### src/rtl/bsaw_pkg.sv
// ----------------------------------------------------------------------------
// bsaw_pkg
// Shared widths, register indexes, status type and slot helper for the
// broadcast strided address walk.
// ----------------------------------------------------------------------------
`default_nettype none

package bsaw_pkg;

	localparam int SLOTS      = 4;   // size and stride slots held per register
	localparam int SLOT_W     = 16;  // width of one size or stride slot
	localparam int CFG_W      = 64;  // width of the configuration data bus
	localparam int RANK_W     = 3;   // width of a rank register
	localparam int CFG_IDX_W  = 3;   // width of the register index
	localparam int OUT_ADDR_W = 16;  // width of the address result fields

	// configuration register indexes
	localparam logic [CFG_IDX_W-1:0] REG_LEFT_SIZES    = 3'd0;
	localparam logic [CFG_IDX_W-1:0] REG_RIGHT_SIZES   = 3'd1;
	localparam logic [CFG_IDX_W-1:0] REG_LEFT_STRIDES  = 3'd2;
	localparam logic [CFG_IDX_W-1:0] REG_RIGHT_STRIDES = 3'd3;
	localparam logic [CFG_IDX_W-1:0] REG_LEFT_BASE     = 3'd4;
	localparam logic [CFG_IDX_W-1:0] REG_RIGHT_BASE    = 3'd5;
	localparam logic [CFG_IDX_W-1:0] REG_LEFT_RANK     = 3'd6;
	localparam logic [CFG_IDX_W-1:0] REG_RIGHT_RANK    = 3'd7;

	// per-transaction flags travelling with the walk position
	typedef struct packed {
		logic last;
		logic empty;
	} walk_status_t;

	// 16-bit slot k of a packed size or stride register
	function automatic logic [SLOT_W-1:0] slot_of(input logic [CFG_W-1:0] r,
		input int unsigned k);
		return r[k*SLOT_W +: SLOT_W];
	endfunction

endpackage

`default_nettype wire

### src/rtl/bsaw_walk_ctrl.sv
// ----------------------------------------------------------------------------
// bsaw_walk_ctrl
// Level counters of the walk: loop counts, end detection, carry advance and
// the registered walk position handed to the address datapath.
// ----------------------------------------------------------------------------
`default_nettype none

module bsaw_walk_ctrl #(
	parameter int LEVELS = 4
) (
	input  wire logic                                           clk,
	input  wire logic                                           arst_n,
	input  wire logic                                           en,
	input  wire logic                                           restart,
	input  wire logic [bsaw_pkg::CFG_W-1:0]                     left_sizes,
	input  wire logic [bsaw_pkg::CFG_W-1:0]                     right_sizes,
	input  wire logic [bsaw_pkg::RANK_W-1:0]                    left_rank,
	input  wire logic [bsaw_pkg::RANK_W-1:0]                    right_rank,
	output logic      [LEVELS-1:0][bsaw_pkg::SLOT_W-1:0]        pos_s1,
	output bsaw_pkg::walk_status_t                              status_s1
);
	import bsaw_pkg::*;

	logic [LEVELS-1:0][SLOT_W-1:0] cnt_q;
	logic [LEVELS-1:0][SLOT_W-1:0] cur;
	logic [LEVELS-1:0][SLOT_W-1:0] nxt;
	logic [LEVELS-1:0][SLOT_W-1:0] count;
	logic [LEVELS-1:0]             active;
	logic [LEVELS-1:0]             at_end;
	logic [SLOT_W-1:0]             ls;
	logic [SLOT_W-1:0]             rs;
	logic                          carry;
	walk_status_t                  status;

	// level k < LEVELS is inside a clamped rank exactly when it is inside the raw rank
	always_comb begin
		ls     = '0;
		rs     = '0;
		carry  = 1'b1;
		status = '0;
		for (int k = 0; k < LEVELS; k++) begin
			ls = (RANK_W'(k) < left_rank)  ? slot_of(left_sizes, k)  : SLOT_W'(1);
			rs = (RANK_W'(k) < right_rank) ? slot_of(right_sizes, k) : SLOT_W'(1);
			count[k]  = (ls > rs) ? ls : rs;
			active[k] = (RANK_W'(k) < left_rank) || (RANK_W'(k) < right_rank);
			cur[k]    = restart ? '0 : cnt_q[k];
			at_end[k] = ({1'b0, cur[k]} + (SLOT_W+1)'(1)) >= {1'b0, count[k]};
		end
		for (int k = 0; k < LEVELS; k++) begin
			if (active[k] && count[k] == '0)
				status.empty = 1'b1;
		end
		status.last = &(~active | at_end);
		// innermost loop is the highest active level
		nxt = cur;
		for (int k = LEVELS - 1; k >= 0; k--) begin
			if (active[k] && carry) begin
				if (!at_end[k]) begin
					nxt[k] = cur[k] + SLOT_W'(1);
					carry  = 1'b0;
				end else begin
					nxt[k] = '0;
				end
			end
		end
	end

	always_ff @(posedge clk or negedge arst_n) begin
		if (!arst_n) begin
			cnt_q <= '0;
		end else if (en) begin
			cnt_q <= status.empty ? cur : nxt;
		end
	end

	always_ff @(posedge clk) begin
		if (en) begin
			pos_s1    <= cur;
			status_s1 <= status;
		end
	end

	a_restart_clears_pos: assert property (@(posedge clk) disable iff (!arst_n)
		en && restart |=> pos_s1 == '0)
		else $error("walk position not cleared after restart");

	a_empty_holds_counters: assert property (@(posedge clk) disable iff (!arst_n)
		en && status.empty |=> cnt_q == $past(cur))
		else $error("counters moved on an empty walk");

	a_no_levels_single_pair: assert property (@(posedge clk) disable iff (!arst_n)
		active == '0 |-> status.last && !status.empty)
		else $error("walk without levels not a single last pair");

endmodule

`default_nettype wire

### src/rtl/broadcast_strided_address_walk_top.sv
// ----------------------------------------------------------------------------
// broadcast_strided_address_walk_top
// Address pair generator for an in-place broadcast elementwise operation on
// two strided tensors of rank up to four.
// ----------------------------------------------------------------------------
// usage:
//  - cfg channel (cfg_valid/cfg_ready, cfg_index, cfg_data) writes sizes,
//    strides, bases and ranks; cfg_ready is always high; the user must
//    rewrite registers only while no transaction is in flight (not enforced)
//  - each input transaction (restart) yields one output transaction:
//    left_address, right_address, last_pair, empty_walk
//  - restart = 1 begins a new walk at its first pair; after the last pair
//    the walk wraps back to its start
//  - a result passes the three registers of counter step, per-level
//    multiply and base-plus-products sum before out_valid rises; one
//    transaction per cycle is sustained while out_ready stays high
//  - when out_ready is low the pipe holds; in_ready stays high while any
//    stage has a free slot, so up to three transactions can be buffered
//  - reset clears configuration, level counters and all valid flags
// ----------------------------------------------------------------------------
`default_nettype none

module broadcast_strided_address_walk_top #(
	parameter int MAX_RANK     = 4,
	parameter int ADDRESS_BITS = 16
) (
	input  wire logic                                clk,
	input  wire logic                                arst_n,
	// configuration write channel
	input  wire logic                                cfg_valid,
	output logic                                     cfg_ready,
	input  wire logic [bsaw_pkg::CFG_IDX_W-1:0]      cfg_index,
	input  wire logic [bsaw_pkg::CFG_W-1:0]          cfg_data,
	// input channel
	input  wire logic                                in_valid,
	output logic                                     in_ready,
	input  wire logic                                restart,
	// output channel
	output logic                                     out_valid,
	input  wire logic                                out_ready,
	output logic      [bsaw_pkg::OUT_ADDR_W-1:0]     left_address,
	output logic      [bsaw_pkg::OUT_ADDR_W-1:0]     right_address,
	output logic                                     last_pair,
	output logic                                     empty_walk
);
	import bsaw_pkg::*;

	// hardware levels: rank saturates at the smaller of MAX_RANK and the slot count
	localparam int LEVELS = (MAX_RANK < SLOTS) ? MAX_RANK : SLOTS;

	// configuration registers
	logic [CFG_W-1:0]  left_sizes_q;
	logic [CFG_W-1:0]  right_sizes_q;
	logic [CFG_W-1:0]  left_strides_q;
	logic [CFG_W-1:0]  right_strides_q;
	logic [SLOT_W-1:0] left_base_q;
	logic [SLOT_W-1:0] right_base_q;
	logic [RANK_W-1:0] left_rank_q;
	logic [RANK_W-1:0] right_rank_q;

	// pipe control
	logic v1_q;
	logic v2_q;
	logic out_valid_q;
	logic adv2;
	logic adv3;
	logic accept;

	// stage 1: walk position from the counter block
	logic [LEVELS-1:0][SLOT_W-1:0] pos_s1;
	walk_status_t                  status_s1;

	// stage 2: per-level products
	logic [LEVELS-1:0][ADDRESS_BITS-1:0] lprod_s2;
	logic [LEVELS-1:0][ADDRESS_BITS-1:0] rprod_s2;
	walk_status_t                        status_s2;

	// effective strides and products
	logic [LEVELS-1:0][SLOT_W-1:0]     lstep;
	logic [LEVELS-1:0][SLOT_W-1:0]     rstep;
	logic [LEVELS-1:0][2*SLOT_W-1:0]   lfull;
	logic [LEVELS-1:0][2*SLOT_W-1:0]   rfull;

	// stage 3: sums and output register
	logic [ADDRESS_BITS-1:0]            lsum;
	logic [ADDRESS_BITS-1:0]            rsum;
	logic [SLOT_W+ADDRESS_BITS-1:0]     lbase_wide;
	logic [SLOT_W+ADDRESS_BITS-1:0]     rbase_wide;
	logic [OUT_ADDR_W+ADDRESS_BITS-1:0] lsum_wide;
	logic [OUT_ADDR_W+ADDRESS_BITS-1:0] rsum_wide;
	logic [OUT_ADDR_W-1:0]              left_addr_q;
	logic [OUT_ADDR_W-1:0]              right_addr_q;
	logic                               last_q;
	logic                               empty_q;

	// configuration writes
	assign cfg_ready = 1'b1;

	always_ff @(posedge clk or negedge arst_n) begin
		if (!arst_n) begin
			left_sizes_q    <= '0;
			right_sizes_q   <= '0;
			left_strides_q  <= '0;
			right_strides_q <= '0;
			left_base_q     <= '0;
			right_base_q    <= '0;
			left_rank_q     <= '0;
			right_rank_q    <= '0;
		end else if (cfg_valid && cfg_ready) begin
			unique case (cfg_index)
				REG_LEFT_SIZES:    left_sizes_q    <= cfg_data;
				REG_RIGHT_SIZES:   right_sizes_q   <= cfg_data;
				REG_LEFT_STRIDES:  left_strides_q  <= cfg_data;
				REG_RIGHT_STRIDES: right_strides_q <= cfg_data;
				REG_LEFT_BASE:     left_base_q     <= cfg_data[SLOT_W-1:0];
				REG_RIGHT_BASE:    right_base_q    <= cfg_data[SLOT_W-1:0];
				REG_LEFT_RANK:     left_rank_q     <= cfg_data[RANK_W-1:0];
				REG_RIGHT_RANK:    right_rank_q    <= cfg_data[RANK_W-1:0];
			endcase
		end
	end

	// each stage moves when the next one is empty or moving
	assign adv3     = !out_valid_q || out_ready;
	assign adv2     = !v2_q || adv3;
	assign in_ready = !v1_q || adv2;
	assign accept   = in_valid && in_ready;

	always_ff @(posedge clk or negedge arst_n) begin
		if (!arst_n) begin
			v1_q        <= 1'b0;
			v2_q        <= 1'b0;
			out_valid_q <= 1'b0;
		end else begin
			if (in_ready)
				v1_q <= in_valid;
			if (adv2)
				v2_q <= v1_q;
			if (adv3)
				out_valid_q <= v2_q;
		end
	end

	// counter step: position snapshot and walk flags land in stage 1
	bsaw_walk_ctrl #(
		.LEVELS (LEVELS)
	) u_walk_ctrl (
		.clk         (clk),
		.arst_n      (arst_n),
		.en          (accept),
		.restart     (restart),
		.left_sizes  (left_sizes_q),
		.right_sizes (right_sizes_q),
		.left_rank   (left_rank_q),
		.right_rank  (right_rank_q),
		.pos_s1      (pos_s1),
		.status_s1   (status_s1)
	);

	// an address moves at a level only where its own size exceeds one
	always_comb begin
		for (int k = 0; k < LEVELS; k++) begin
			lstep[k] = ((RANK_W'(k) < left_rank_q) && (slot_of(left_sizes_q, k) > SLOT_W'(1)))
				? slot_of(left_strides_q, k) : '0;
			rstep[k] = ((RANK_W'(k) < right_rank_q) && (slot_of(right_sizes_q, k) > SLOT_W'(1)))
				? slot_of(right_strides_q, k) : '0;
			lfull[k] = (2*SLOT_W)'(pos_s1[k]) * (2*SLOT_W)'(lstep[k]);
			rfull[k] = (2*SLOT_W)'(pos_s1[k]) * (2*SLOT_W)'(rstep[k]);
		end
	end

	// stage 2: one 16x16 multiply per level and tensor
	always_ff @(posedge clk) begin
		if (v1_q && adv2) begin
			for (int k = 0; k < LEVELS; k++) begin
				lprod_s2[k] <= lfull[k][ADDRESS_BITS-1:0];
				rprod_s2[k] <= rfull[k][ADDRESS_BITS-1:0];
			end
			status_s2 <= status_s1;
		end
	end

	// base plus products, wrapping at ADDRESS_BITS
	always_comb begin
		lbase_wide = {{ADDRESS_BITS{1'b0}}, left_base_q};
		rbase_wide = {{ADDRESS_BITS{1'b0}}, right_base_q};
		lsum = lbase_wide[ADDRESS_BITS-1:0];
		rsum = rbase_wide[ADDRESS_BITS-1:0];
		for (int k = 0; k < LEVELS; k++) begin
			lsum = lsum + lprod_s2[k];
			rsum = rsum + rprod_s2[k];
		end
		lsum_wide = {{OUT_ADDR_W{1'b0}}, lsum};
		rsum_wide = {{OUT_ADDR_W{1'b0}}, rsum};
	end

	// stage 3: output register, addresses forced to zero and last set on an empty walk
	always_ff @(posedge clk) begin
		if (v2_q && adv3) begin
			left_addr_q  <= status_s2.empty ? '0 : lsum_wide[OUT_ADDR_W-1:0];
			right_addr_q <= status_s2.empty ? '0 : rsum_wide[OUT_ADDR_W-1:0];
			last_q       <= status_s2.last || status_s2.empty;
			empty_q      <= status_s2.empty;
		end
	end

	assign out_valid     = out_valid_q;
	assign left_address  = left_addr_q;
	assign right_address = right_addr_q;
	assign last_pair     = last_q;
	assign empty_walk    = empty_q;

	a_ready_when_drained: assert property (@(posedge clk) disable iff (!arst_n)
		out_ready |-> in_ready)
		else $error("input stalled while output drains");

	a_empty_result_form: assert property (@(posedge clk) disable iff (!arst_n)
		out_valid && empty_walk |-> last_pair && left_address == '0 && right_address == '0)
		else $error("empty walk result not in canonical form");

	a_result_held_on_stall: assert property (@(posedge clk) disable iff (!arst_n)
		out_valid && !out_ready |=> out_valid && $stable(left_address)
			&& $stable(right_address) && $stable(last_pair) && $stable(empty_walk))
		else $error("output transaction changed while stalled");

endmodule

`default_nettype wire
### config.mk
export PLATFORM = sky130hd
export DESIGN_NAME = broadcast_strided_address_walk_top
export DESIGN_NICKNAME = d
export VERILOG_FILES = /design/src/rtl/bsaw_pkg.sv /design/src/rtl/bsaw_walk_ctrl.sv /design/src/rtl/broadcast_strided_address_walk_top.sv
export SDC_FILE = /design/constraint.sdc
export NUM_CORES = 2
export LEC_CHECK = 0
export BUFFER_PORTS_ARGS = -buffer_cell sky130_fd_sc_hd__buf_2
export CORE_ASPECT_RATIO = 0.8
export CORE_MARGIN = 5
export CORE_UTILIZATION = 58
export DETAILED_ROUTE_END_ITERATION = 8
export PLACE_DENSITY = 0.84
export SLEW_MARGIN = 10
export SYNTH_ARGS = -nofsm -noshare
export SYNTH_HDL_FRONTEND = slang
export SYNTH_SLANG_ARGS = --single-unit
export TNS_END_PERCENT = 50
### constraint.sdc
create_clock -name clk -period 15.9 [get_ports clk]
set_input_delay 2.385 -clock clk [delete_from_list [all_inputs] [get_ports clk]]
set_output_delay 2.385 -clock clk [all_outputs]
set_load 0.01 [all_outputs]
==> metrics.txt <==
mapped cell area=62,390 sq um; final period utilization=0.4521; CP max-delay cell=or4_1; max-slew headroom at the worst pin=0.1537; via count=46,430; pwr/cell area=228.3 nW/um^2; Layout Cells excl Fill=7,616; Num CTS Buffers=61; maximum clock rate=0.1391 GHz; Setup WS pre-CTS=8.263 ns; first-pass GRT wire length=270,800 microns; Initial Utilization=0.5847; final wirelength=169,600 microns; drc violations=0; status=completed; max-slew violation count=0; Hold Path Class=reg2reg; unrepaired setup endpoints after global routing=false; final hold vios=0; number of global-route vias before repair=48,560; Arr. time, crit path=7.58 ns; Yosys top cell area share=0.2336; Rows=107; Total GRT Usage=0.3017; CTS sink cnt=591; CP max stage delay=0.57 ns; top-count cell post-synth=inv_1; CP dominant cell by count=xnor2_1; Pre-antenna DRT Iters=6; setup TNS=0 ns; antenna violations before repair=9; register area share after synthesis=0.2555; Worst Setup Path Type=reg2reg; commonest cells in the netlist=inv_1 (934), fa_1 (728), ha_1 (556); Inst Count DP=7,498; Post-CTS Setup Bufs=0; I/O Buffers=108; cells resized by post-CTS repair=0; die area=114,300 sq um; die height=303.4 microns; Final nets=7,501; fraction of layout instances using a drive strength above 1=0.09585; setup ws final=8.712 ns; Req. time, crit path=16.30 ns; clock skew=0.04301 ns; Cells after Synth=6,256; Final Wtd Congestion=0.9773; Avg Inst Size Synth=9.973 sq um; Post-Syn Nets=7,613; post-route minimum period=7.188 ns; core area=106,700 sq um; Area Overhead vs Synth=5.952%; via/cell ratio=6.096; largest net degree at the start of global routing=114; number of routed nets with antenna violations=0; worst skew pair latency=0.69 ns; Peak VDD IR=0.2955 mV; I/O pins=110; Worst-path clk slew=0.07 ns; P_leak=31.81 nW; crit-path cells=or4_1, nor4_1, a21oi_4, buf_4, and3_1, fa_1, inv_1, fa_1, inv_1, fa_1, fa_1, inv_1, fa_1, fa_1, xnor2_1, xnor2_1, xnor2_1, xnor2_1, xnor2_1, xnor2_1, xnor2_1, xnor2_1; CP max FO=110; cts hold-fix bufs=0; synthesized flop and latch total=591; DP HPWL=126,500 microns; remaining global-route overflow=0; startpoint types=register; # fillers=8,307; total power=15.09 mW; Post-synth top flop=dfrtp_1; number of enable-type register cells in the synthesized netlist=230; Max-cap violations=0; hold slack=0.4151 ns; clock tree from TritonCTS=built; Synth area leader=fa_1; final setup fails=0; Die W=376.7 microns; Post-synth ARST share=0.6108; crit path capture type=register; synth warn=0; CTS Buffer Depth=3; CTS HTree Levels=2; DRT iter0 DRCs=5,034; Yosys cell types=78; synth top area cells=fa_1 (23%), dfrtp_1 (14%), ha_1 (11%), edfxtp_1 (11%), inv_1 (5.6%); DR WL/cell=22.27 microns; clock root cell=clkbuf_16; Worst-Margin Slew=1.269 ns
-- cell type report --
| type | instances | area [sq um] | area share |
|---|---|---|---|
| clock inverter | 33 | 351.6 | 0.005319 |
| multi-input combinational | 4397 | 41740 | 0.6314 |
| clock buffer | 83 | 1864 | 0.02820 |
| sequential | 591 | 15940 | 0.2411 |
| tap | 1417 | 1773 | 0.02682 |
| antenna | 2 | 5.005 | 0.00007571 |
| timing repair buffer | 157 | 918.4 | 0.01389 |
| inverter | 936 | 3515 | 0.05317 |
-- through the flow --
step / util / area (sq um)
2_1_floorplan: - / 62390
3_3_place_gp: 0.5987 / 63880
3_5_place_dp: 0.5987 / 63880
4_1_cts: 0.6194 / 66100
5_1_grt: 0.6195 / 66100
6_report: 0.6195 / 66100
-- worst max-delay path, delay by kind of cell, from the launching register on --
family          cells  cell delay (ns)
flops               1             0.40
buf+inv             4             0.55
compound gates      1             0.10
xor+xnor            8             1.43
fa+ha+maj           6             2.94
simple gates        3             1.48
-- kinds of logic after synthesis --
group	Yosys count	share of synthesized area
AOI/OAI and AO/OA	464	0.04942
other	1	0.00006011
muxes	297	0.05355
buffers and inverters	1268	0.07663
xor gates and xnor gates	401	0.05629
DFF	591	0.2555
and+or+nand+nor	1950	0.1634
adders and majority gates	1284	0.3451
-- worst paths after layout --
path / start / to / slack, ns / depth (start not counted)
max: left_sizes_q[41] / lprod_s2[47] / 8.71 / 22
min: u_walk_ctrl.status_s1[0] / status_s2[0] / 0.42 / 0
max reg2reg: left_sizes_q[41] / lprod_s2[47] / 8.71 / 22
min reg2reg: u_walk_ctrl.status_s1[0] / status_s2[0] / 0.42 / 0
max in group asynchronous: arst_n / out_valid / 12.57 / 2
min in group asynchronous: arst_n / left_sizes_q[25] / 1.71 / 1
-- layout by cell type, fill, tap and decap left out, types with 9 or more instances in the layout --
cell | netlist | routed
fa_1 | 728 | 728
or3_1 | 17 | 17
and3_1 | 472 | 472
nand3_1 | 281 | 281
and2_1 | 221 | 218
nand3b_1 | 9 | 9
o21a_1 | 10 | 10
xor2_1 | 94 | 94
inv_1 | 934 | 933
xnor2_1 | 307 | 307
o21bai_1 | 26 | 26
a31oi_1 | 21 | 20
clkbuf_16 | 0 | 70
nand2_1 | 475 | 475
a211o_1 | 12 | 12
nor2_1 | 200 | 198
a21o_1 | 42 | 42
a22o_1 | 30 | 30
buf_2 | 8 | 107
nand4_1 | 31 | 31
ha_1 | 556 | 556
nor4_1 | 30 | 30
dfrtp_1 | 361 | 361
nor2b_1 | 90 | 90
o2111ai_1 | 15 | 15
clkinv_2 | 0 | 10
or4_1 | 9 | 9
buf_4 | 1 | 49
edfxtp_1 | 230 | 230
a21oi_1 | 164 | 163
mux2_2 | 294 | 294
or2_2 | 12 | 12
nand2b_1 | 21 | 21
nor3_1 | 50 | 48
o21ai_0 | 57 | 57
o31ai_1 | 16 | 16
-- registers in the layout, indices dropped and copies added, names as in the netlist --
name	cells
status_s2	2
rprod_s2	64
u_walk_ctrl.status_s1	2
left_address	16
out_valid	1
empty_walk	1
right_rank_q	3
v1_q	1
left_rank_q	3
u_walk_ctrl.pos_s1	64
right_base_q	16
right_address	16
u_walk_ctrl.cnt_q	64
left_base_q	16
right_sizes_q	64
v2_q	1
last_pair	1
left_strides_q	64
lprod_s2	64
left_sizes_q	64
right_strides_q	64
-- where the power goes --
group	switching (mW)	leakage [nW]	internal, mW
combinational	6.17	24.0	4.45
sequential	0.538	6.73	2.35
clock	0.677	1.10	0.899
-- metal layers --
metal,GRT usage,wire (microns)
met2,0.4636,74780
met1,0.4199,67210
met3,0.07923,21180
met4,0.1036,6449
met5,0,13
No activity file was read; power rests on OpenSTA's default activity.
